## src/hw/rtl/spq_pkg.sv

```systemverilog
`default_nettype none

package spq_pkg;

  // operation codes
  localparam logic OP_ENQ = 1'b0;
  localparam logic OP_DEQ = 1'b1;

  // result status codes
  localparam logic [1:0] ST_OK    = 2'd0;
  localparam logic [1:0] ST_FULL  = 2'd1;
  localparam logic [1:0] ST_EMPTY = 2'd2;

  // command broadcast to every cell of the chain
  typedef struct packed {
    logic               ins;
    logic               del;
    logic signed [31:0] value;
    logic signed [31:0] prio;
  } spq_cmd_t;

endpackage

`default_nettype wire

```

## src/hw/rtl/spq_cell.sv

```systemverilog
`default_nettype none

module spq_cell
  import spq_pkg::*;
(
  input  wire logic               clk_i,
  input  wire spq_cmd_t           cmd_i,
  input  wire logic               occ_i,
  input  wire logic               left_occ_i,
  input  wire logic               left_gt_i,
  input  wire logic signed [31:0] left_value_i,
  input  wire logic signed [31:0] left_prio_i,
  input  wire logic signed [31:0] right_value_i,
  input  wire logic signed [31:0] right_prio_i,
  output logic                    gt_o,
  output logic signed [31:0]      value_o,
  output logic signed [31:0]      prio_o
);

  logic signed [31:0] value_q, value_d;
  logic signed [31:0] prio_q, prio_d;
  logic               shift_in, place_new;

  // stored entry ranks strictly behind the incoming priority
  assign gt_o = occ_i && (prio_q > cmd_i.prio);

  // insert: take the left neighbour when it moves on, or the new entry at the boundary
  assign shift_in  = cmd_i.ins && left_gt_i;
  assign place_new = cmd_i.ins && !left_gt_i && left_occ_i && (gt_o || !occ_i);

  always_comb begin
    value_d = value_q;
    prio_d  = prio_q;
    if (shift_in) begin
      value_d = left_value_i;
      prio_d  = left_prio_i;
    end else if (place_new) begin
      value_d = cmd_i.value;
      prio_d  = cmd_i.prio;
    end else if (cmd_i.del) begin
      // remove: everything moves one place towards the head
      value_d = right_value_i;
      prio_d  = right_prio_i;
    end
  end

  // entry storage
  always_ff @(posedge clk_i) begin
    value_q <= value_d;
    prio_q  <= prio_d;
  end

  assign value_o = value_q;
  assign prio_o  = prio_q;

endmodule

`default_nettype wire

```

## config.mk

```make
export PLATFORM = sky130hd
export DESIGN_NAME = spq_cell
export DESIGN_NICKNAME = d
export VERILOG_FILES = /design/src/hw/rtl/spq_pkg.sv /design/src/hw/rtl/spq_cell.sv
export SDC_FILE = /design/constraint.sdc
export NUM_CORES = 1
export LEC_CHECK = 0
export BUFFER_PORTS_ARGS = -buffer_cell sky130_fd_sc_hd__buf_2
export CORE_AREA = 2 2 102 104
export CTS_BUF_LIST = sky130_fd_sc_hd__clkbuf_8
export DETAILED_ROUTE_END_ITERATION = 16
export DIE_AREA = 0 0 104 106
export HOLD_SLACK_MARGIN = 0.15
export PLACE_DENSITY = 0.82
export SYNTH_ARGS = -nofsm -noshare
export SYNTH_HDL_FRONTEND = slang
export SYNTH_SLANG_ARGS = --single-unit
export TNS_END_PERCENT = 100
```

## constraint.sdc

```tcl
create_clock -name clk_i -period 7.4 [get_ports clk_i]
set_input_delay 0.74 -clock clk_i [delete_from_list [all_inputs] [get_ports clk_i]]
set_output_delay 0.74 -clock clk_i [all_outputs]
set_load 0.05 [all_outputs]
```

==> results of run 1 <==
-- sequential cells by signal, indices dropped and copies added, names as in the netlist --
name	flops
prio_o	32
value_o	32
-- layer usage --
layer | vias up | global-route usage, % | part of all wire, %
met4 | 0 | 10.5 | 2.6
met5 | - | 0 | 0
met1 | 1790 | 22.4 | 38
met3 | 26 | 4.72 | 7.1
met2 | 169 | 38.7 | 53
li1 | 1979 | - | -
-- cell type report --
class / count / area, um2 / area share [%]
flip-flops and latches: 64 / 1920 / 33.9
multi-input cells: 289 / 1970 / 34.8
well taps: 136 / 170 / 3.01
repair buffers: 264 / 1330 / 23.4
clock buffers: 9 / 124 / 2.19
inverters: 35 / 131 / 2.32
clock inverters: 5 / 18.8 / 0.331
-- tightest hold or removal path, cell delays in order --
cell,delay [ns]
buf_2,0.07
nor2_1,0.03
a21oi_1,0.09
-- power groups by stage --
stage	Combinational, mW	Sequential, mW	Clock (mW)
2_1_floorplan	0.141	0.626	0
3_3_place_gp	0.405	0.477	0
3_5_place_dp	0.415	0.480	0
4_1_cts	0.416	0.472	0.251
5_1_grt	0.444	0.476	0.266
6_report	0.413	0.472	0.240
-- path summary, 6_finish.rpt --
check,endpoint,depth (start not counted),from,slack [ns]
max,value_o[15],11,cmd_i[31],3.68
min,value_o[8],3,left_value_i[8],0.72
max reg2reg,value_o[15],9,prio_o[31],3.78
min reg2reg,prio_o[7],6,prio_o[31],1.81
-- kinds of logic (layout without fill, tap and decap cells) --
family                   count (synthesis)  in the layout  share of synthesized area [%]
multiplexers                            64             64                           15.5
flip-flops                              64             64                           46.6
AND/OR/NAND/NOR                        100            100                           10.2
XOR/XNOR                                 1              1                          0.212
AO/OA/AOI/OAI                           92             92                           11.5
buffers and inverters                   56            313                           6.22
adder cells (fa/ha/maj)                 32             32                           9.71
-- per-stage QoR --
step                setup slack [ns]  power (mW)  instance area, um2
floorplan                       3.21       0.768                4130
global placement                3.52       0.882                5520
detailed placement              3.32       0.894                5520
CTS                             3.69        1.14                5660
global route                    3.51        1.19                5660
finish                          3.68        1.13                5660
-- cells in the mapped netlist --
library cell,count,area share [%]
a21o_1,1,0.18
clkbuf_1,14,1.3
mux2i_1,64,16
a221oi_1,1,0.21
xnor2_1,1,0.21
or4_4,1,0.27
o21ai_1,1,0.12
buf_6,6,1.6
nand2_1,14,1.3
nand3_1,4,0.49
nor2_1,67,6.1
o21ai_0,6,0.73
o211ai_1,1,0.18
nor3_1,3,0.36
or3b_1,1,0.21
nand2b_1,1,0.15
o2111a_1,1,0.27
nor2b_1,1,0.15
edfxtp_1,64,47
a21oi_1,81,9.8
ha_1,32,9.7
or3_1,1,0.15
inv_1,35,3.2
buf_2,1,0.12
nor4_1,1,0.15
nand4_1,6,0.91
==> impl_metrics.env, run 1 <==
export IMPL_die_area_um2=11000
export IMPL_critPathTopFamily="simple AND/OR/NAND/NOR gates"
export IMPL_fill_cells=898
export IMPL_drive_above_1_share_pct=41.6
export IMPL_path_cells="buf_2 > inv_1 > ha_1 > nand4_1 > or4_4 > nor3_1 > o21ai_1 > nand3_4 > buf_4 > mux2i_1 > a21oi_1"
export IMPL_yosys_warnings=0
export IMPL_synth_avg_cell_area_um2=10.1
export IMPL_post_place_cells=788
export IMPL_p_int_mw=0.700
export IMPL_vias=3964
export IMPL_antenna_found_initial=0
export IMPL_ys_seq_area_share_pct=46.6
export IMPL_grt_usage_pct=20.9
export IMPL_grt_overflow=0
export IMPL_num_io_pins=263
export IMPL_drc=0
export IMPL_comb_power_share_pct=36.7
export IMPL_arrival_ns=3.77
export IMPL_whs_ns=0.722
export IMPL_syn_cell_area_um2=4130
export IMPL_dp_hpwl_um=8990
export IMPL_peakVddDrop_mv=0.101
export IMPL_drt_iter0_drc=179
export IMPL_worst_pin_slew_ns=1.08
export IMPL_antennaDiodeCount=0
export IMPL_critical_path_class="in -> reg"
export IMPL_p_seq_share_pct=41.9
export IMPL_place_congestion=0.860
export IMPL_power_frac_clock_pct=21.4
export IMPL_clkLatencyLatePin_ns=0.34
export IMPL_layout_commonest_cell="buf_2"
export IMPL_yosysUniqueCellTypes=26
export IMPL_rsz0062_at_grt="no"
export IMPL_final_period_utilization_pct=50.2
export IMPL_cts_tree="built"
export IMPL_post_cts_buffers=0
export IMPL_max_freq_mhz=269
export IMPL_cts_resized=0
export IMPL_fin_skew_ns=0.0107
export IMPL_syn_num_nets=639
export IMPL_fin_setup_tns_ns=0
export IMPL_crit_buf_inv=3
export IMPL_crit_required_ns=7.45
export IMPL_nets=893
export IMPL_fp_dieH_um=106
export IMPL_wl_per_cell_um=14.7
export IMPL_worstSetupStartpointType="input port"
export IMPL_clockRootBuffer="clkbuf_8"
export IMPL_portBuffers=262
export IMPL_num_rows=37
export IMPL_synth_seq_cells=64
export IMPL_switchingPower_mw=0.426
export IMPL_syn2layout_area_growth_pct=37.2
export IMPL_slowest_delay_ns=0.84
export IMPL_clk_pin_slew_ns=0.07
export IMPL_layout_common_cells="buf_2, a21oi_1, nor2_1, mux2i_1, edfxtp_1"
export IMPL_slowest_stage="buf_4"
export IMPL_firstDrtPassIters=4
export IMPL_ant_nets=0
export IMPL_cts_inserted_buffers=9
export IMPL_core_area_um2=10000
export IMPL_grt_pass1_vias=4093
export IMPL_clock_path_buffers=2
export IMPL_finalCriticalPeriod_ns=3.72
export IMPL_power_density_nw_per_um2=199
export IMPL_netlist_instances=409
export IMPL_finalSetupViolCount=0
export IMPL_cap_violations=0
export IMPL_crit_fanout=64
export IMPL_p_sw_share_pct=37.8
export IMPL_hp_class="in -> reg"
export IMPL_clock_sinks=64
export IMPL_grt_pass1_wl_um=18300
export IMPL_final_util_pct=56.6
export IMPL_grt_max_degree=79
export IMPL_hold_buffers=0
export IMPL_die_w_um=104
export IMPL_slew_headroom_pct=27.7
export IMPL_start_util_pct=41.3
export IMPL_wirelength_um=11800
export IMPL_outcome="completed"
export IMPL_end_kind="register"
export IMPL_fin_cells=802
export IMPL_leakage_nw=2.71
export IMPL_hold_violations=0
export IMPL_vias_per_cell=4.94
export IMPL_drv_slew=0
export IMPL_htreeDepth=3
(Power assumes the default switching activity.)
==> inputs of run 2 (changes only) <==
--- a/config.mk
+++ b/config.mk
@@ -6,12 +6,12 @@
 export NUM_CORES = 1
 export LEC_CHECK = 0
 export BUFFER_PORTS_ARGS = -buffer_cell sky130_fd_sc_hd__buf_2
-export CORE_AREA = 2 2 102 104
+export CORE_AREA = 2 2 103 105
 export CTS_BUF_LIST = sky130_fd_sc_hd__clkbuf_8
 export DETAILED_ROUTE_END_ITERATION = 16
-export DIE_AREA = 0 0 104 106
+export DIE_AREA = 0 0 105 107
 export HOLD_SLACK_MARGIN = 0.15
-export PLACE_DENSITY = 0.82
+export PLACE_DENSITY = 0.8
 export SYNTH_ARGS = -nofsm -noshare
 export SYNTH_HDL_FRONTEND = slang
 export SYNTH_SLANG_ARGS = --single-unit
==> constraint.sdc (replaced) <==
create_clock -name clk_i -period 3.83 [get_ports clk_i]
set_input_delay 0.383 -clock clk_i [delete_from_list [all_inputs] [get_ports clk_i]]
set_output_delay 0.383 -clock clk_i [all_outputs]
set_load 0.05 [all_outputs]
==> run 2 against run 1 <==
Effect of this change:
- routed wire length shrank 1.6%
- sequential cell count unchanged
- clock-buffer cell count stayed put
- worst hold slack got worse by 0.35 ns
- die area rose by 1.9%
- combinational power is 93% higher
- highest routed layer unchanged
- total power increased by 110%
- sequential share of layout area is 0.36 points lower
==> impl_metrics.env, run 2 (synthesized netlist as in run 1, its figures left out) <==
export IMPL_outcome="completed"
export IMPL_rsz0062_at_grt="no"
export IMPL_die_w_um=105
export IMPL_whs_ns=0.367
export IMPL_portBuffers=262
export IMPL_worst_pin_slew_ns=1.08
export IMPL_firstDrtPassIters=4
export IMPL_hold_buffers=0
export IMPL_clock_path_buffers=2
export IMPL_crit_required_ns=3.88
export IMPL_num_io_pins=263
export IMPL_drc=0
export IMPL_fin_skew_ns=0.00942
export IMPL_vias=3972
export IMPL_power_frac_clock_pct=26.4
export IMPL_layout_commonest_cell="buf_2"
export IMPL_post_cts_buffers=0
export IMPL_grt_pass1_wl_um=17600
export IMPL_layout_common_cells="buf_2, a21oi_1, nor2_1, mux2i_1, edfxtp_1"
export IMPL_cts_tree="built"
export IMPL_fill_cells=923
export IMPL_num_rows=37
export IMPL_max_freq_mhz=275
export IMPL_core_area_um2=10100
export IMPL_fp_dieH_um=107
export IMPL_slew_headroom_pct=27.7
export IMPL_cts_inserted_buffers=9
export IMPL_htreeDepth=3
export IMPL_grt_pass1_vias=3937
export IMPL_grt_max_degree=89
export IMPL_power_density_nw_per_um2=407
export IMPL_hold_violations=0
export IMPL_arrival_ns=3.69
export IMPL_ant_nets=0
export IMPL_finalCriticalPeriod_ns=3.64
export IMPL_end_kind="register"
export IMPL_dp_hpwl_um=8990
export IMPL_switchingPower_mw=0.835
export IMPL_crit_fanout=64
export IMPL_clock_sinks=64
export IMPL_start_util_pct=40.9
export IMPL_p_seq_share_pct=39.3
export IMPL_critical_path_class="reg -> reg"
export IMPL_cap_violations=0
export IMPL_die_area_um2=11200
export IMPL_drt_iter0_drc=157
export IMPL_drive_above_1_share_pct=41.8
export IMPL_finalSetupViolCount=0
export IMPL_comb_power_share_pct=34.3
export IMPL_worstSetupStartpointType="register"
export IMPL_nets=893
export IMPL_clockRootBuffer="clkbuf_8"
export IMPL_leakage_nw=2.73
export IMPL_syn2layout_area_growth_pct=38.7
export IMPL_drv_slew=0
export IMPL_grt_overflow=0
export IMPL_vias_per_cell=4.94
export IMPL_clkLatencyLatePin_ns=0.34
export IMPL_totalPowerFinal_mw=2.33
export IMPL_final_period_utilization_pct=94.9
export IMPL_cts_resized=0
export IMPL_wl_per_cell_um=14.4
export IMPL_peakVddDrop_mv=0.233
export IMPL_fin_setup_tns_ns=0
export IMPL_hp_class="in -> reg"
export IMPL_antenna_found_initial=0
export IMPL_clk_pin_slew_ns=0.07
export IMPL_p_sw_share_pct=35.9
export IMPL_antennaDiodeCount=0
export IMPL_grt_usage_pct=19.6
export IMPL_place_congestion=0.824
export IMPL_wirelength_um=11600
export IMPL_p_int_mw=1.49
[run 2: changes by cell type in the layout (fill, tap and decap cells not counted)]
cell	previous run	this run
bufinv_16	0	2
[run 2: final timing paths]
| check | startpoint | end | slack [ns] | depth (start not counted) |
|---|---|---|---|---|
| max | prio_o[31] | value_o[22] | 0.19 | 9 |
| min | left_value_i[2] | value_o[2] | 0.37 | 3 |
| max reg2reg | prio_o[31] | value_o[22] | 0.19 | 9 |
| min reg2reg | prio_o[31] | prio_o[1] | 1.84 | 6 |
[run 2: worst max-delay path, stage by stage (launching register included)]
cell      delay [ns]
edfxtp_1        0.42
ha_1            0.40
nand4_1         0.17
or4_4           0.59
nor3_1          0.25
o21ai_1         0.15
nand3_4         0.10
buf_4           0.81
mux2i_1         0.31
a21oi_1         0.09
[run 2: routing by layer]
metal  part of all wire (%)  track usage (%)  routed length, um  vias to the layer above
met1                     39             21.7               4500                     1806
met2                     52             35.8               6070                      172
met5                      0                0                  0                        -
li1                       -                -                  -                     1972
met3                    6.6             4.13                764                       22
met4                    2.1             9.24                244                        0
[run 2: layout make-up]
cell class	count	area (um2)	area share, %
clock buffer	9	124	2.16
clock inverter	7	78.8	1.38
inverter	35	131	2.30
multi-input combinational	289	1970	34.4
sequential	64	1920	33.6
tap	136	170	2.97
timing repair buffer	264	1330	23.2
[run 2: power by group through the flow]
| stage | Clock [mW] | Sequential (mW) | Combinational, mW |
|---|---|---|---|
| floorplan | 0 | 1.21 | 0.273 |
| global placement | 0 | 0.926 | 0.784 |
| detailed placement | 0 | 0.929 | 0.801 |
| CTS | 0.629 | 0.915 | 0.803 |
| global route | 0.661 | 0.921 | 0.857 |
| finish | 0.615 | 0.914 | 0.798 |
[run 2: stage by stage]
| stage | instances | worst slack, ns | utilization, % | instance area (um2) |
|---|---|---|---|---|
| after floorplan | 409 | 0.104 | - | 4130 |
| after CTS | 804 | 0.239 | 56.7 | 5720 |
| after detailed placement | 788 | 0.164 | 54.7 | 5520 |
| after global placement | 788 | 0.310 | 54.7 | 5520 |
| after global routing | 804 | 0.0394 | 56.7 | 5720 |
| final | 804 | 0.194 | 56.7 | 5720 |
==> inputs of run 3 (changes only) <==
==> constraint.sdc (replaced) <==
create_clock -name clk_i -period 3.75 [get_ports clk_i]
set_input_delay 0.375 -clock clk_i [delete_from_list [all_inputs] [get_ports clk_i]]
set_output_delay 0.375 -clock clk_i [all_outputs]
set_load 0.05 [all_outputs]
==> run 3 against run 2 <==
Effect of this change:
- worst setup slack better by 0.15 ns
- non-clock buffer count did not move
- critical path type unchanged
- fmax grew 6.6%
- sequential power increased by 2%
- clock skew hardly changed
- combinational power grew 2%
- routed wire length is essentially flat
- critical path depth stayed put
- largest power group unchanged
- clock-buffer cell count unchanged
==> impl_metrics.env, run 3 (synthesized netlist as in run 1, its figures left out) <==
export IMPL_outcome="completed"
export IMPL_clock_path_buffers=2
export IMPL_antenna_found_initial=0
export IMPL_ant_nets=0
export IMPL_grt_max_degree=89
export IMPL_max_freq_mhz=293
export IMPL_leakage_nw=2.74
export IMPL_crit_fanout=64
export IMPL_cap_violations=0
export IMPL_final_period_utilization_pct=90.9
export IMPL_fin_skew_ns=0.00934
export IMPL_finalSetupViolCount=0
export IMPL_die_w_um=105
export IMPL_grt_usage_pct=19.6
export IMPL_syn2layout_area_growth_pct=38.8
export IMPL_min_delay_start="left_value_i[2]"
export IMPL_num_io_pins=263
export IMPL_worst_pin_slew_ns=1.00
export IMPL_setup_slack_ns=0.340
export IMPL_r2r_end="value_o[22]"
export IMPL_p_sw_share_pct=35.9
export IMPL_timing_rr_start="prio_o[31]"
export IMPL_layout_commonest_cell="buf_2"
export IMPL_arrival_ns=3.46
export IMPL_vias_per_cell=4.96
export IMPL_slowest_stage="or4_4"
export IMPL_cts_tree="built"
export IMPL_post_place_cells=788
export IMPL_switchingPower_mw=0.853
export IMPL_antennaDiodeCount=0
export IMPL_dp_hpwl_um=8990
export IMPL_fin_setup_tns_ns=0
export IMPL_crit_start="prio_o[31]"
export IMPL_worstSetupStartpointType="register"
export IMPL_power_frac_clock_pct=26.4
export IMPL_num_rows=37
export IMPL_power_density_nw_per_um2=415
export IMPL_path_cells="ha_1 > nand4_1 > or4_4 > nor3_1 > o21ai_1 > nand3_4 > buf_6 > mux2i_1 > a21oi_1"
export IMPL_die_area_um2=11200
export IMPL_drv_slew=0
export IMPL_core_area_um2=10100
export IMPL_drive_above_1_share_pct=41.8
export IMPL_htreeDepth=3
export IMPL_post_dp_cell_area_um2=5520
export IMPL_clockRootBuffer="clkbuf_8"
export IMPL_vias=3984
export IMPL_ff2ff_setup_slack_ns=0.34
export IMPL_grt_pass1_vias=3937
export IMPL_start_util_pct=40.9
export IMPL_drt_iter0_drc=157
export IMPL_hold_buffers=0
export IMPL_p_seq_share_pct=39.3
export IMPL_nets=893
export IMPL_design_area_um2=5730
export IMPL_critical_path_class="reg -> reg"
export IMPL_drc=0
export IMPL_grt_overflow=0
export IMPL_clk_pin_slew_ns=0.07
export IMPL_whs_path_depth=3
export IMPL_portBuffers=262
export IMPL_dp_slack_ns=0.0917
export IMPL_holdPathEnd="value_o[2]"
export IMPL_clock_sinks=64
export IMPL_finalCriticalPeriod_ns=3.41
export IMPL_layout_common_cells="buf_2, a21oi_1, nor2_1, mux2i_1, edfxtp_1"
export IMPL_wl_per_cell_um=14.4
export IMPL_hp_class="in -> reg"
export IMPL_reg2regPathDepth=9
export IMPL_post_cts_buffers=0
export IMPL_comb_power_share_pct=34.3
export IMPL_slew_headroom_pct=33.0
export IMPL_end_kind="register"
export IMPL_p_int_mw=1.52
export IMPL_clkLatencyLatePin_ns=0.34
export IMPL_crit_required_ns=3.80
export IMPL_rsz0062_at_grt="no"
export IMPL_grt_pass1_wl_um=17600
export IMPL_fp_dieH_um=107
export IMPL_place_congestion=0.824
export IMPL_peakVddDrop_mv=0.238
export IMPL_slowest_delay_ns=0.59
export IMPL_wirelength_um=11600
export IMPL_cts_inserted_buffers=9
export IMPL_firstDrtPassIters=4
export IMPL_fill_cells=922
export IMPL_hold_violations=0
export IMPL_fin_cells=804
[run 3: cell types whose count changed in the layout (fill, tap and decap cells not counted)]
cell | previous run | this run
buf_4 | 2 | 1
buf_6 | 0 | 1
[run 3: worst max-delay path by stage]
stage | endpoint | depth (start not counted) | slack [ns]
CTS | value_o[22] | 9 | 0.16
global placement | value_o[18] | 11 | 0.24
global route | value_o[24] | 9 | 0.21
finish | value_o[22] | 9 | 0.34
floorplan | prio_o[0] | 8 | 0.02
detailed placement | value_o[22] | 11 | 0.09
[run 3: what timing repair did]
| action | 4_1_cts | 5_1_grt |
|---|---|---|
| endpoints found under the hold margin | 0 | 0 |
| endpoints found under the setup margin | 0 | 14 |
| gates resized for setup | 0 | 1 |
[run 3: per-layer routing]
layer / wire [um] / vias up / share of wire, % / GRT usage, %
met5: 0 / - / 0 / 0
met4: 244 / 0 / 2.1 / 9.24
met3: 783 / 22 / 6.8 / 4.13
li1: - / 1975 / - / -
met1: 4500 / 1807 / 39 / 21.7
met2: 6060 / 180 / 52 / 35.8
[run 3: through the flow]
| step | power, mW | utilization (%) | hold slack [ns] |
|---|---|---|---|
| after floorplan | 1.51 | - | 0.605 |
| after CTS | 2.40 | 56.7 | 0.342 |
| after global placement | 1.75 | 54.7 | 0.697 |
| after global routing | 2.49 | 56.7 | 0.355 |
| final | 2.38 | 56.7 | 0.359 |
| after detailed placement | 1.77 | 54.7 | 0.704 |
[run 3: area by class of cell]
class / count / area, um2 / share of cell area, %
clock inverters: 7 / 78.8 / 1.38
multi-input cells: 289 / 1970 / 34.4
inverters: 35 / 131 / 2.29
clock buffers: 9 / 124 / 2.16
flip-flops and latches: 64 / 1920 / 33.6
repair buffers: 264 / 1330 / 23.2
well taps: 136 / 170 / 2.97
[run 3: power by group through the flow]
stage                     Combinational [mW]  Sequential (mW)  Clock, mW
after floorplan                        0.279             1.23          0
after CTS                              0.821            0.934      0.642
after detailed placement               0.819            0.949          0
final                                  0.815            0.933      0.628
after global placement                 0.801            0.945          0
after global routing                   0.875            0.941      0.675
[run 3: critical path, delay by kind of cell, from the launching register on]
kind                     cells  cell delay (ns)
AO/OA/AOI/OAI                2             0.24
flip-flops                   1             0.42
buffers and inverters        1             0.57
multiplexers                 1             0.30
AND/OR/NAND/NOR              4             1.12
adder cells (fa/ha/maj)      1             0.40
